==> config.mk <==
export PLATFORM = sky130hd
export DESIGN_NAME = api_frame_deframer_unit
export DESIGN_NICKNAME = d
export VERILOG_FILES = /design/src/rtl/afd_pkg.sv /design/src/rtl/api_frame_deframer_unit.sv /design/src/rtl/afd_front.sv /design/src/rtl/afd_queue.sv /design/src/rtl/afd_back.sv
export SDC_FILE = /design/constraint.sdc
export NUM_CORES = 1
export LEC_CHECK = 0
export BUFFER_PORTS_ARGS = -buffer_cell sky130_fd_sc_hd__buf_2
export CELL_PAD_IN_SITES_DETAIL_PLACEMENT = 0
export CELL_PAD_IN_SITES_GLOBAL_PLACEMENT = 2
export CORE_MARGIN = 1
export CORE_UTILIZATION = 40
export CTS_CLUSTER_SIZE = 40
export DETAILED_ROUTE_END_ITERATION = 10
export PLACE_DENSITY_LB_ADDON = 0.1
export SKIP_LAST_GASP = 1
export SYNTH_ARGS = -nofsm -noshare
export SYNTH_HDL_FRONTEND = slang
export SYNTH_HIERARCHICAL = 1
export SYNTH_SLANG_ARGS = --single-unit
==> constraint.sdc <==
create_clock -name clk -period 6.1 [get_ports clk]
set_clock_uncertainty 0.2 [all_clocks]
set_input_delay 0.305 -clock clk [delete_from_list [all_inputs] [get_ports clk]]
set_output_delay 0.305 -clock clk [all_outputs]
set_load 0.02 [all_outputs]
==> src/rtl/afd_pkg.sv <==
// Shared types and constants for the frame deframer.
package afd_pkg;

  localparam logic [7:0]  SOF_BYTE          = 8'h7E;
  localparam logic [7:0]  SUM_BASE          = 8'hFF;
  localparam logic [15:0] MAX_LEN_RESET     = 16'd256;
  localparam int          QUEUE_DEPTH_DEF   = 4;

  typedef enum logic [2:0] {
    PH_HUNT    = 3'd0,
    PH_LEN_HI  = 3'd1,
    PH_LEN_LO  = 3'd2,
    PH_PAYLOAD = 3'd3,
    PH_CHECK   = 3'd4
  } phase_t;

  typedef enum logic [1:0] {
    KIND_DATA   = 2'd0,
    KIND_GOOD   = 2'd1,
    KIND_BADSUM = 2'd2,
    KIND_BADLEN = 2'd3
  } kind_t;

  typedef enum logic [1:0] {
    OP_DATA   = 2'd0,
    OP_CHECK  = 2'd1,
    OP_BADLEN = 2'd2
  } op_t;

  typedef struct packed {
    op_t         op;
    logic [7:0]  byte_val;
    logic [15:0] idx;
    logic [15:0] len;
  } cmd_t;

endpackage

==> src/rtl/api_frame_deframer_unit.sv <==
// Top level of the delimited, length-prefixed frame deframer.
//
//   Channel  Direction  Handshake            Contents
//   in_      input      in_valid/in_stall    in_rx_byte
//   out_     output     out_valid/out_stall  kind, data, index, length, type, last
//   cfg_     input      cfg_wr_en            cfg_wr_data (max_frame_len)
//
// One byte is taken every cycle while the command queue has room; the result
// stage takes a new command whenever its output is empty or not stalled.
// A result passes through the command queue and then the registered result stage.
// Reset is synchronous and returns the parser to hunting for the start byte.
// Output stalls fill the queue of QUEUE_DEPTH entries, and then in_stall rises.
module api_frame_deframer_unit #(
  parameter int QUEUE_DEPTH = afd_pkg::QUEUE_DEPTH_DEF
) (
  input  logic        clk,
  input  logic        rst_n,
  input  logic        in_valid,
  output logic        in_stall,
  input  logic [7:0]  in_rx_byte,
  output logic        out_valid,
  input  logic        out_stall,
  output logic [1:0]  out_kind,
  output logic [7:0]  out_data_byte,
  output logic [15:0] out_byte_index,
  output logic [15:0] out_frame_length,
  output logic [7:0]  out_frame_type,
  output logic        out_last,
  input  logic        cfg_wr_en,
  input  logic [15:0] cfg_wr_data
);
  import afd_pkg::*;

  cmd_t push_cmd;
  cmd_t head_cmd;
  logic push;
  logic pop;
  logic q_full;
  logic q_empty;

  assign in_stall = q_full;

  afd_front u_front (
    .clk         (clk),
    .rst_n       (rst_n),
    .in_valid    (in_valid),
    .in_rx_byte  (in_rx_byte),
    .q_full      (q_full),
    .cfg_wr_en   (cfg_wr_en),
    .cfg_wr_data (cfg_wr_data),
    .push        (push),
    .push_cmd    (push_cmd)
  );

  afd_queue #(
    .DEPTH (QUEUE_DEPTH)
  ) u_queue (
    .clk      (clk),
    .rst_n    (rst_n),
    .push     (push),
    .push_cmd (push_cmd),
    .pop      (pop),
    .head_cmd (head_cmd),
    .full     (q_full),
    .empty    (q_empty)
  );

  afd_back u_back (
    .clk              (clk),
    .rst_n            (rst_n),
    .head_cmd         (head_cmd),
    .q_empty          (q_empty),
    .out_stall        (out_stall),
    .pop              (pop),
    .out_valid        (out_valid),
    .out_kind         (out_kind),
    .out_data_byte    (out_data_byte),
    .out_byte_index   (out_byte_index),
    .out_frame_length (out_frame_length),
    .out_frame_type   (out_frame_type),
    .out_last         (out_last)
  );

endmodule

==> src/rtl/afd_front.sv <==
// Front end: frame parser that classifies received bytes into queue commands.
module afd_front (
  input  logic          clk,
  input  logic          rst_n,
  input  logic          in_valid,
  input  logic [7:0]    in_rx_byte,
  input  logic          q_full,
  input  logic          cfg_wr_en,
  input  logic [15:0]   cfg_wr_data,
  output logic          push,
  output afd_pkg::cmd_t push_cmd
);
  import afd_pkg::*;

  phase_t      phase_r, phase_nxt;
  logic [15:0] length_r, length_nxt;
  logic [15:0] count_r, count_nxt;
  logic [15:0] max_len_r;
  logic [15:0] count_inc;
  logic [15:0] len_full;
  logic        accept;

  assign accept    = in_valid && !q_full;
  assign count_inc = count_r + 16'd1;
  assign len_full  = {length_r[15:8], in_rx_byte};

  always_ff @(posedge clk) begin
    if (!rst_n) begin
      phase_r   <= PH_HUNT;
      length_r  <= '0;
      count_r   <= '0;
      max_len_r <= MAX_LEN_RESET;
    end else begin
      phase_r  <= phase_nxt;
      length_r <= length_nxt;
      count_r  <= count_nxt;
      if (cfg_wr_en) begin
        max_len_r <= cfg_wr_data;
      end
    end
  end

  always_comb begin
    phase_nxt         = phase_r;
    length_nxt        = length_r;
    count_nxt         = count_r;
    push              = 1'b0;
    push_cmd.op       = OP_DATA;
    push_cmd.byte_val = in_rx_byte;
    push_cmd.idx      = count_r;
    push_cmd.len      = length_r;
    if (accept) begin
      case (phase_r)
        PH_LEN_HI: begin
          length_nxt = {in_rx_byte, 8'h00};
          phase_nxt  = PH_LEN_LO;
        end
        PH_LEN_LO: begin
          length_nxt = len_full;
          count_nxt  = '0;
          if (len_full > max_len_r) begin
            phase_nxt         = PH_HUNT;
            push              = 1'b1;
            push_cmd.op       = OP_BADLEN;
            push_cmd.byte_val = '0;
            push_cmd.idx      = '0;
            push_cmd.len      = len_full;
          end else if (len_full == 16'd0) begin
            phase_nxt = PH_CHECK;
          end else begin
            phase_nxt = PH_PAYLOAD;
          end
        end
        PH_PAYLOAD: begin
          count_nxt   = count_inc;
          push        = 1'b1;
          push_cmd.op = OP_DATA;
          if (count_inc >= length_r) begin
            phase_nxt = PH_CHECK;
          end
        end
        PH_CHECK: begin
          phase_nxt    = PH_HUNT;
          push         = 1'b1;
          push_cmd.op  = OP_CHECK;
          push_cmd.idx = '0;
        end
        default: begin
          phase_nxt = (in_rx_byte == SOF_BYTE) ? PH_LEN_HI : PH_HUNT;
        end
      endcase
    end
  end

endmodule

==> src/rtl/afd_queue.sv <==
// Small command queue between the parser and the result stage.
module afd_queue #(
  parameter int DEPTH = afd_pkg::QUEUE_DEPTH_DEF
) (
  input  logic          clk,
  input  logic          rst_n,
  input  logic          push,
  input  afd_pkg::cmd_t push_cmd,
  input  logic          pop,
  output afd_pkg::cmd_t head_cmd,
  output logic          full,
  output logic          empty
);
  import afd_pkg::*;

  localparam int PW = (DEPTH > 1) ? $clog2(DEPTH) : 1;
  localparam int CW = $clog2(DEPTH + 1);

  cmd_t          mem_r [DEPTH];
  logic [PW-1:0] wr_ptr_r, rd_ptr_r;
  logic [CW-1:0] count_r;

  assign full     = (count_r == CW'(DEPTH));
  assign empty    = (count_r == '0);
  assign head_cmd = mem_r[rd_ptr_r];

  always_ff @(posedge clk) begin
    if (push) begin
      mem_r[wr_ptr_r] <= push_cmd;
    end
  end

  always_ff @(posedge clk) begin
    if (!rst_n) begin
      wr_ptr_r <= '0;
      rd_ptr_r <= '0;
      count_r  <= '0;
    end else begin
      if (push) begin
        wr_ptr_r <= (wr_ptr_r == PW'(DEPTH - 1)) ? '0 : wr_ptr_r + 1'b1;
      end
      if (pop) begin
        rd_ptr_r <= (rd_ptr_r == PW'(DEPTH - 1)) ? '0 : rd_ptr_r + 1'b1;
      end
      case ({push, pop})
        2'b10:   count_r <= count_r + 1'b1;
        2'b01:   count_r <= count_r - 1'b1;
        default: count_r <= count_r;
      endcase
    end
  end

endmodule

==> src/rtl/afd_back.sv <==
// Back end: checksum accumulation and the registered result stage.
module afd_back (
  input  logic          clk,
  input  logic          rst_n,
  input  afd_pkg::cmd_t head_cmd,
  input  logic          q_empty,
  input  logic          out_stall,
  output logic          pop,
  output logic          out_valid,
  output logic [1:0]    out_kind,
  output logic [7:0]    out_data_byte,
  output logic [15:0]   out_byte_index,
  output logic [15:0]   out_frame_length,
  output logic [7:0]    out_frame_type,
  output logic          out_last
);
  import afd_pkg::*;

  logic        valid_r, valid_nxt;
  logic [7:0]  sum_r, sum_nxt;
  logic [7:0]  type_r, type_nxt;
  kind_t       kind_r, kind_nxt;
  logic [7:0]  data_r, data_nxt;
  logic [15:0] idx_r, idx_nxt;
  logic [15:0] len_r, len_nxt;
  logic [7:0]  ftype_r, ftype_nxt;
  logic        last_r, last_nxt;
  logic        first;
  logic        empty_frame;
  logic [7:0]  want;

  assign pop         = !q_empty && (!valid_r || !out_stall);
  assign first       = (head_cmd.idx == 16'd0);
  assign empty_frame = (head_cmd.len == 16'd0);
  assign want        = empty_frame ? SUM_BASE : SUM_BASE - sum_r;

  always_ff @(posedge clk) begin
    if (!rst_n) begin
      valid_r <= 1'b0;
      sum_r   <= '0;
      type_r  <= '0;
    end else begin
      valid_r <= valid_nxt;
      sum_r   <= sum_nxt;
      type_r  <= type_nxt;
    end
  end

  always_ff @(posedge clk) begin
    kind_r  <= kind_nxt;
    data_r  <= data_nxt;
    idx_r   <= idx_nxt;
    len_r   <= len_nxt;
    ftype_r <= ftype_nxt;
    last_r  <= last_nxt;
  end

  always_comb begin
    valid_nxt = valid_r && out_stall;
    sum_nxt   = sum_r;
    type_nxt  = type_r;
    kind_nxt  = kind_r;
    data_nxt  = data_r;
    idx_nxt   = idx_r;
    len_nxt   = len_r;
    ftype_nxt = ftype_r;
    last_nxt  = last_r;
    if (pop) begin
      valid_nxt = 1'b1;
      len_nxt   = head_cmd.len;
      case (head_cmd.op)
        OP_DATA: begin
          sum_nxt   = (first ? 8'h00 : sum_r) + head_cmd.byte_val;
          type_nxt  = first ? head_cmd.byte_val : type_r;
          kind_nxt  = KIND_DATA;
          data_nxt  = head_cmd.byte_val;
          idx_nxt   = head_cmd.idx;
          ftype_nxt = '0;
          last_nxt  = 1'b0;
        end
        OP_CHECK: begin
          kind_nxt  = (head_cmd.byte_val == want) ? KIND_GOOD : KIND_BADSUM;
          data_nxt  = head_cmd.byte_val;
          idx_nxt   = '0;
          ftype_nxt = empty_frame ? 8'h00 : type_r;
          last_nxt  = 1'b1;
        end
        default: begin
          kind_nxt  = KIND_BADLEN;
          data_nxt  = '0;
          idx_nxt   = '0;
          ftype_nxt = '0;
          last_nxt  = 1'b1;
        end
      endcase
    end
  end

  assign out_valid        = valid_r;
  assign out_kind         = kind_r;
  assign out_data_byte    = data_r;
  assign out_byte_index   = idx_r;
  assign out_frame_length = len_r;
  assign out_frame_type   = ftype_r;
  assign out_last         = last_r;

endmodule

# ---- Word-level counts from Yosys, hierarchy flattened
# Memories as Yosys holds them, arrays and structs flattened. A register that Yosys moved wholly into a read port is not among the register bits.
# Index checks and enable logic that the tools add are counted.
dict set report totals {
  ramBits 168
  input_bits 29
  n_memories 1
  elab_cells 96
  reg_bits 126
}
dict set report classes {
  addsub 7
  reduce_logical 25
  mux 29
  n_bitwise 2
  eq_ne 13
  order_cmp 2
}
# memory depth width rd rd_ports_with_merged_regs wr line_no
set memory_table {}
lappend memory_table {u_queue.mem_r 4 42 1 1 1 afd_queue.sv:19} ;# cmd_t mem_r [DEPTH];
# cell count
set op_table {}
lappend op_table {{$pmux 16 s2} 3}
lappend op_table {{$mux 42} 2}
lappend op_table {{$logic_not 16->1} 3}
lappend op_table {{$mux 8} 3}
lappend op_table {{$add 16x1->16 const B} 1}
lappend op_table {{$ge 16x16->1} 1}
lappend op_table {{$gt 16x16->1} 1}
lappend op_table {{$mux 16} 1}
lappend op_table {{$pmux 3 s4} 1}
lappend op_table {{$mux 2} 5}
lappend op_table {{$mux 3} 3}
lappend op_table {{$add 8x8->8} 1}
lappend op_table {{$eq 8x7->1 const B} 1}
lappend op_table {{$eq 8x8->1} 1}
lappend op_table {{$pmux 2 s2} 2}
lappend op_table {{$reduce_and 2->1} 4}
lappend op_table {{$sub 8x8->8 const A} 1}
lappend op_table {{$mux 1} 7}
lappend op_table {{$eq 2x2->1 const B} 3}
lappend op_table {{$eq 3x2->1 const B} 2}
lappend op_table {{$eq 3x3->1 const B} 2}
lappend op_table {{$pmux 3 s2} 1}
lappend op_table {{$reduce_and 3->1} 2}
lappend op_table {{$reduce_bool 2->1} 3}
lappend op_table {{14 further kinds} 24}

# ---- Longest topological paths before layout
dict set report depth {
  depth_word 6
  depth_mapped 16
  ltp_nobuf 15
}

# ---- Hierarchy
# Netlist, hierarchy kept.
# module seq_area_each_um2 n_inst cells_per_inst area_per_inst_um2
set by_module_without_submodules {}
lappend by_module_without_submodules {afd_queue 5225.0 1 267 6577.6}
lappend by_module_without_submodules {afd_front 1021.0 1 432 3464.6}
lappend by_module_without_submodules {afd_back 1871.8 1 241 2981.6}

# ---- Least setup slack after synthesis
# Ideal clock, no wire load.
dict set report synth_path {
  kind {register to register}
  startpoint {register u_back.valid_r (netlist: u_back/out_valid)}
  endpoint {register u_queue.count_r[2]}
  t_arrival_ns 4.695
  setup_slack_ns 1.129
  stages_incl_launch_ff 8
  required_ns 5.824
  period_less_slack_ns 4.971
  path_cell_list {dfxtp_1 -> a21oi_1 -> ha_1 -> inv_1 -> fa_1 -> xor2_1 -> or3_1 -> a21boi_0}
}
dict set report synth_via {
  elab_chain_cells 5
}
# item line_no
set synth_lines {}
lappend synth_lines {{from (decl)} afd_back.sv:19} ;# logic valid_r, valid_nxt;
lappend synth_lines {{from (signal assigned)} afd_back.sv:43} ;# valid_r <= valid_nxt;
lappend synth_lines {{$logic_not 1->1 *} afd_back.sv:32} ;# assign pop = !q_empty && (!valid_r || !out_stall);
lappend synth_lines {{$logic_or 1x1->1 *} afd_back.sv:32}
lappend synth_lines {{$logic_and 1x1->1 *} afd_back.sv:32}
lappend synth_lines {{net pop} api_frame_deframer_unit.sv:37} ;# logic pop;
lappend synth_lines {{$eq 2x1->1 / $eq 2x2->1 (equally long branches)} afd_queue.sv:45} ;# case ({push, pop})
lappend synth_lines {{$pmux 3 s2 / $reduce_bool 2->1 (equally long branches)} --}
lappend synth_lines {{to (signal assigned)} afd_queue.sv:46} ;# 2'b10: count_r <= count_r + 1'b1;
lappend synth_lines {{to (signal assigned)} afd_queue.sv:47} ;# 2'b01: count_r <= count_r - 1'b1;
lappend synth_lines {{to (signal assigned)} afd_queue.sv:48} ;# default: count_r <= count_r;
lappend synth_lines {{to (decl)} afd_queue.sv:21} ;# logic [CW-1:0] count_r;
# The timed path passes the listed nets; every way through them passes the cells marked *.
# A chain may end at the register's enable or synchronous reset.

==> reports/qor.csv <==
metric;value;unit
TritonCTS Buffers;31;
largest area contributor in the synthesized netlist;edfxtp_1;
Worst setup EP type;flip-flop;
hold path start;rst_n;
Post-CTS Setup Inserts;0;
footprint of the multi-input gates;4452;um2
PortBufs;81;
worst path bufs/invs;1;
All-Layer GR Usage;17.91;%
largest family of logic cells by synthesized area;simple AND/OR/NAND/NOR gates;
CP delay by family, top;simple AND/OR/NAND/NOR gates;
Worst Tran Pin Value;0.9221;ns
max cap viols;0;
Final Critical Period;4.275;ns
TritonCTS clock tree;yes;
Starting Density;40.96;%
DR WL/cell;19.45;um
slowest CP cell;dfxtp_2;
cts repair resizes;0;
worst endpoint data arrival time;4.40;ns
DRC viols;0;
dpl ws;1.721;ns
final core area utilization;47.43;%
Post-synth EDFFs;219;
placed cells;1432;
Adder-Cell Fraction of Synth Area;4.727;%
sequential-to-total area share from yosys stat;62.33;%
Design Area, Final;15080;um2
Worst Hold Class;primary input to flip-flop;
mux cell area share after synthesis;9.991;%
slowest cell delay on critical path;0.81;ns
total chip power;6.026;mW
Clock Tree Buf Depth;3;
fmax;0.2339;GHz
crit path kind;flip-flop to flip-flop;
drt pass-1 iters;5;
Ys Warns;6;
Core Rows;65;
RSZ-0062 raised after global routing;false;
Die W;182.4;um
vias in the first global route;7765;
Antenna diodes;0;
H-tree Lvls;1;
crit path cell chain;buf_4, mux4_2, nor4_2, nand4_2, and3_1, nor4_1, nand4_1, a21o_1;
hold bufs inserted after CTS;25;
Hold Fails Final Rpt;0;
post-DP HPWL;19900;um
Area contributors post-synth;edfxtp_1 50%, dfxtp_1 12%, mux4_2 6.9%;
Seq cells post-synth;296;
Routability Congestion;0.7471;
final non-filler cell total;1514;
vias per cell;5.018;
Netlist cell types;64;
Worst-path clk slew;0.06;ns
Synth Net Count;1017;
Max VDD drop;0.2473;mV
Async SR Flop Fraction;0;%
share of cells above drive strength 1;20.11;%
DIE HEIGHT;182.4;um
antenna violations before repair;0;
Worst Hold Slack;0.01303;ns
vias post-DR;7597;
Sequential Area;8120;um2
Synth Area in Simple Gates;12.11;%
CP max FO;22;
Ports;82;
Post-DP Area;13840;um2
Worst-Skew Late Latency;0.57;ns
post-synthesis compound-gate area fraction;5.543;%
total gr overflow;0;
Routed Antenna Nets;0;
root buffer cell;clkbuf_16;
P&R area growth vs syn;15.81;%
clock sinks;296;
final wirelength;29450;um
Final period util;70.08;%
Final Slew Violations;0;
die area;33280;um2
Initial DRC Count;411;
relative slew slack;38.01;%
PwrDens;399.5;nW/um2
Post-Syn Area per Cell;13.86;um2
xor/xnor share of the synthesized area;1.681;%
outcome;finished clean;
Synth top area share;50.49;%
crit start category;flip-flop;
Worst EP required;6.22;ns
final layout net count;1132;
post-route setup TNS;0;ns
first-pass GRT wire length;45220;um
final setup margin;1.825;ns
cells after synthesis;940;
Mapped Area;13020;um2
Core ar.;31800;um2
Layout fillers;2816;
largest net degree at the start of global routing;46;
LEAKAGE;5.425;nW
Setup-failing EPs final;0;
Post-synth top flop;edfxtp_1;
[kinds of logic after synthesis]
| kind of cell | after synthesis |
|---|---|
| XOR/XNOR | 25 |
| flip-flops | 296 |
| AND/OR/NAND/NOR | 293 |
| adder cells (fa/ha/maj) | 48 |
| buffers and inverters | 93 |
| multiplexers | 75 |
| AO/OA/AOI/OAI | 110 |
[power by group]
group          internal [mW]  switching [mW]
Clock                   1.06           0.779
Sequential              2.50           0.142
Combinational          0.592           0.953
Total                   4.15            1.87
[layout by cell type (no fill, tap or decap), types with 7 or more instances in the layout]
cell type,n
xor2_1,8
nor3_1,17
dlygate4sd3_1,25
nor4_1,12
clkinv_2,10
dfxtp_1,75
a22oi_1,13
inv_1,52
nand2_1,48
nor2_1,68
mux4_2,40
nand4_1,11
clkbuf_16,31
a21oi_1,42
and2_1,60
mux2i_1,25
buf_4,16
xnor2_1,17
o21ai_0,13
nand3_1,20
ha_1,46
edfxtp_1,219
clkinv_1,7
buf_2,81
nor2b_1,17
[synthesized netlist by cell type (3+ instances only)]
cell / number
a41oi_1: 4
ha_1: 46
buf_2: 6
clkbuf_1: 18
nand3b_1: 3
nor3b_1: 4
buf_4: 9
nand2_1: 48
nor4_1: 12
xor2_1: 8
a21o_1: 6
nor2b_1: 17
a21oi_1: 43
nor4_2: 6
dfxtp_1: 77
nand3_1: 20
and3_1: 4
o211ai_1: 6
inv_1: 52
buf_12: 4
and4_1: 3
nand2b_1: 4
a22oi_1: 13
o21ai_0: 13
and2_1: 64
edfxtp_1: 219
mux2i_1: 25
nor3_1: 17
o21a_1: 5
mux2_2: 6
nor2_1: 68
nand4_1: 11
xnor2_1: 17
mux4_2: 40
a211oi_1: 4
[state kept, by name, summed over array words and instances, names as in the netlist, named ones only]
| register | cells |
|---|---|
| u_back/out_frame_type | 8 |
| u_front/count_r | 16 |
| u_front/max_len_r | 16 |
| u_queue/wr_ptr_r | 2 |
| u_back/type_r | 8 |
| u_back/out_last | 1 |
| u_back/sum_r | 8 |
| u_queue/rd_ptr_r | 2 |
| u_queue/count_r | 3 |
| u_back/out_valid | 1 |
| u_front/phase_r | 3 |
| u_back/out_byte_index | 16 |
| u_queue/mem_r | 168 |
| u_back/out_frame_length | 16 |
| u_back/out_data_byte | 8 |
| u_front/length_r | 16 |
| u_back/out_kind | 2 |
[area by class of cell]
cell class	count	share of cell area, %
clock buffers	34	5.218
clock inverters	23	1.360
inverters	53	1.319
multi-input cells	551	29.51
flip-flops and latches	296	53.84
well taps	435	3.608
repair buffers	122	5.143
[final timing paths]
check	end	slack [ns]	cells past startpoint
max	u_back/out_kind[1]	1.83	8
min	u_front/max_len_r[8]	0.01	2
max reg2reg	u_back/out_kind[1]	1.83	8
min reg2reg	u_back/sum_r[0]	0.28	2
[metal layers]
layer	routed length, um	GRT usage (%)
met5	0	0
met3	941	2.055
met4	734	5.042
met2	14220	30.48
met1	13550	24.20
[worst reg2reg max path: cells and delay by family (launching register included)]
family	cells	cell delay, ns
buf+inv	1	0.54
mux	1	0.61
compound gates	1	0.21
flops	1	0.81
simple gates	5	1.66
Power figures use the tool's default switching activity.
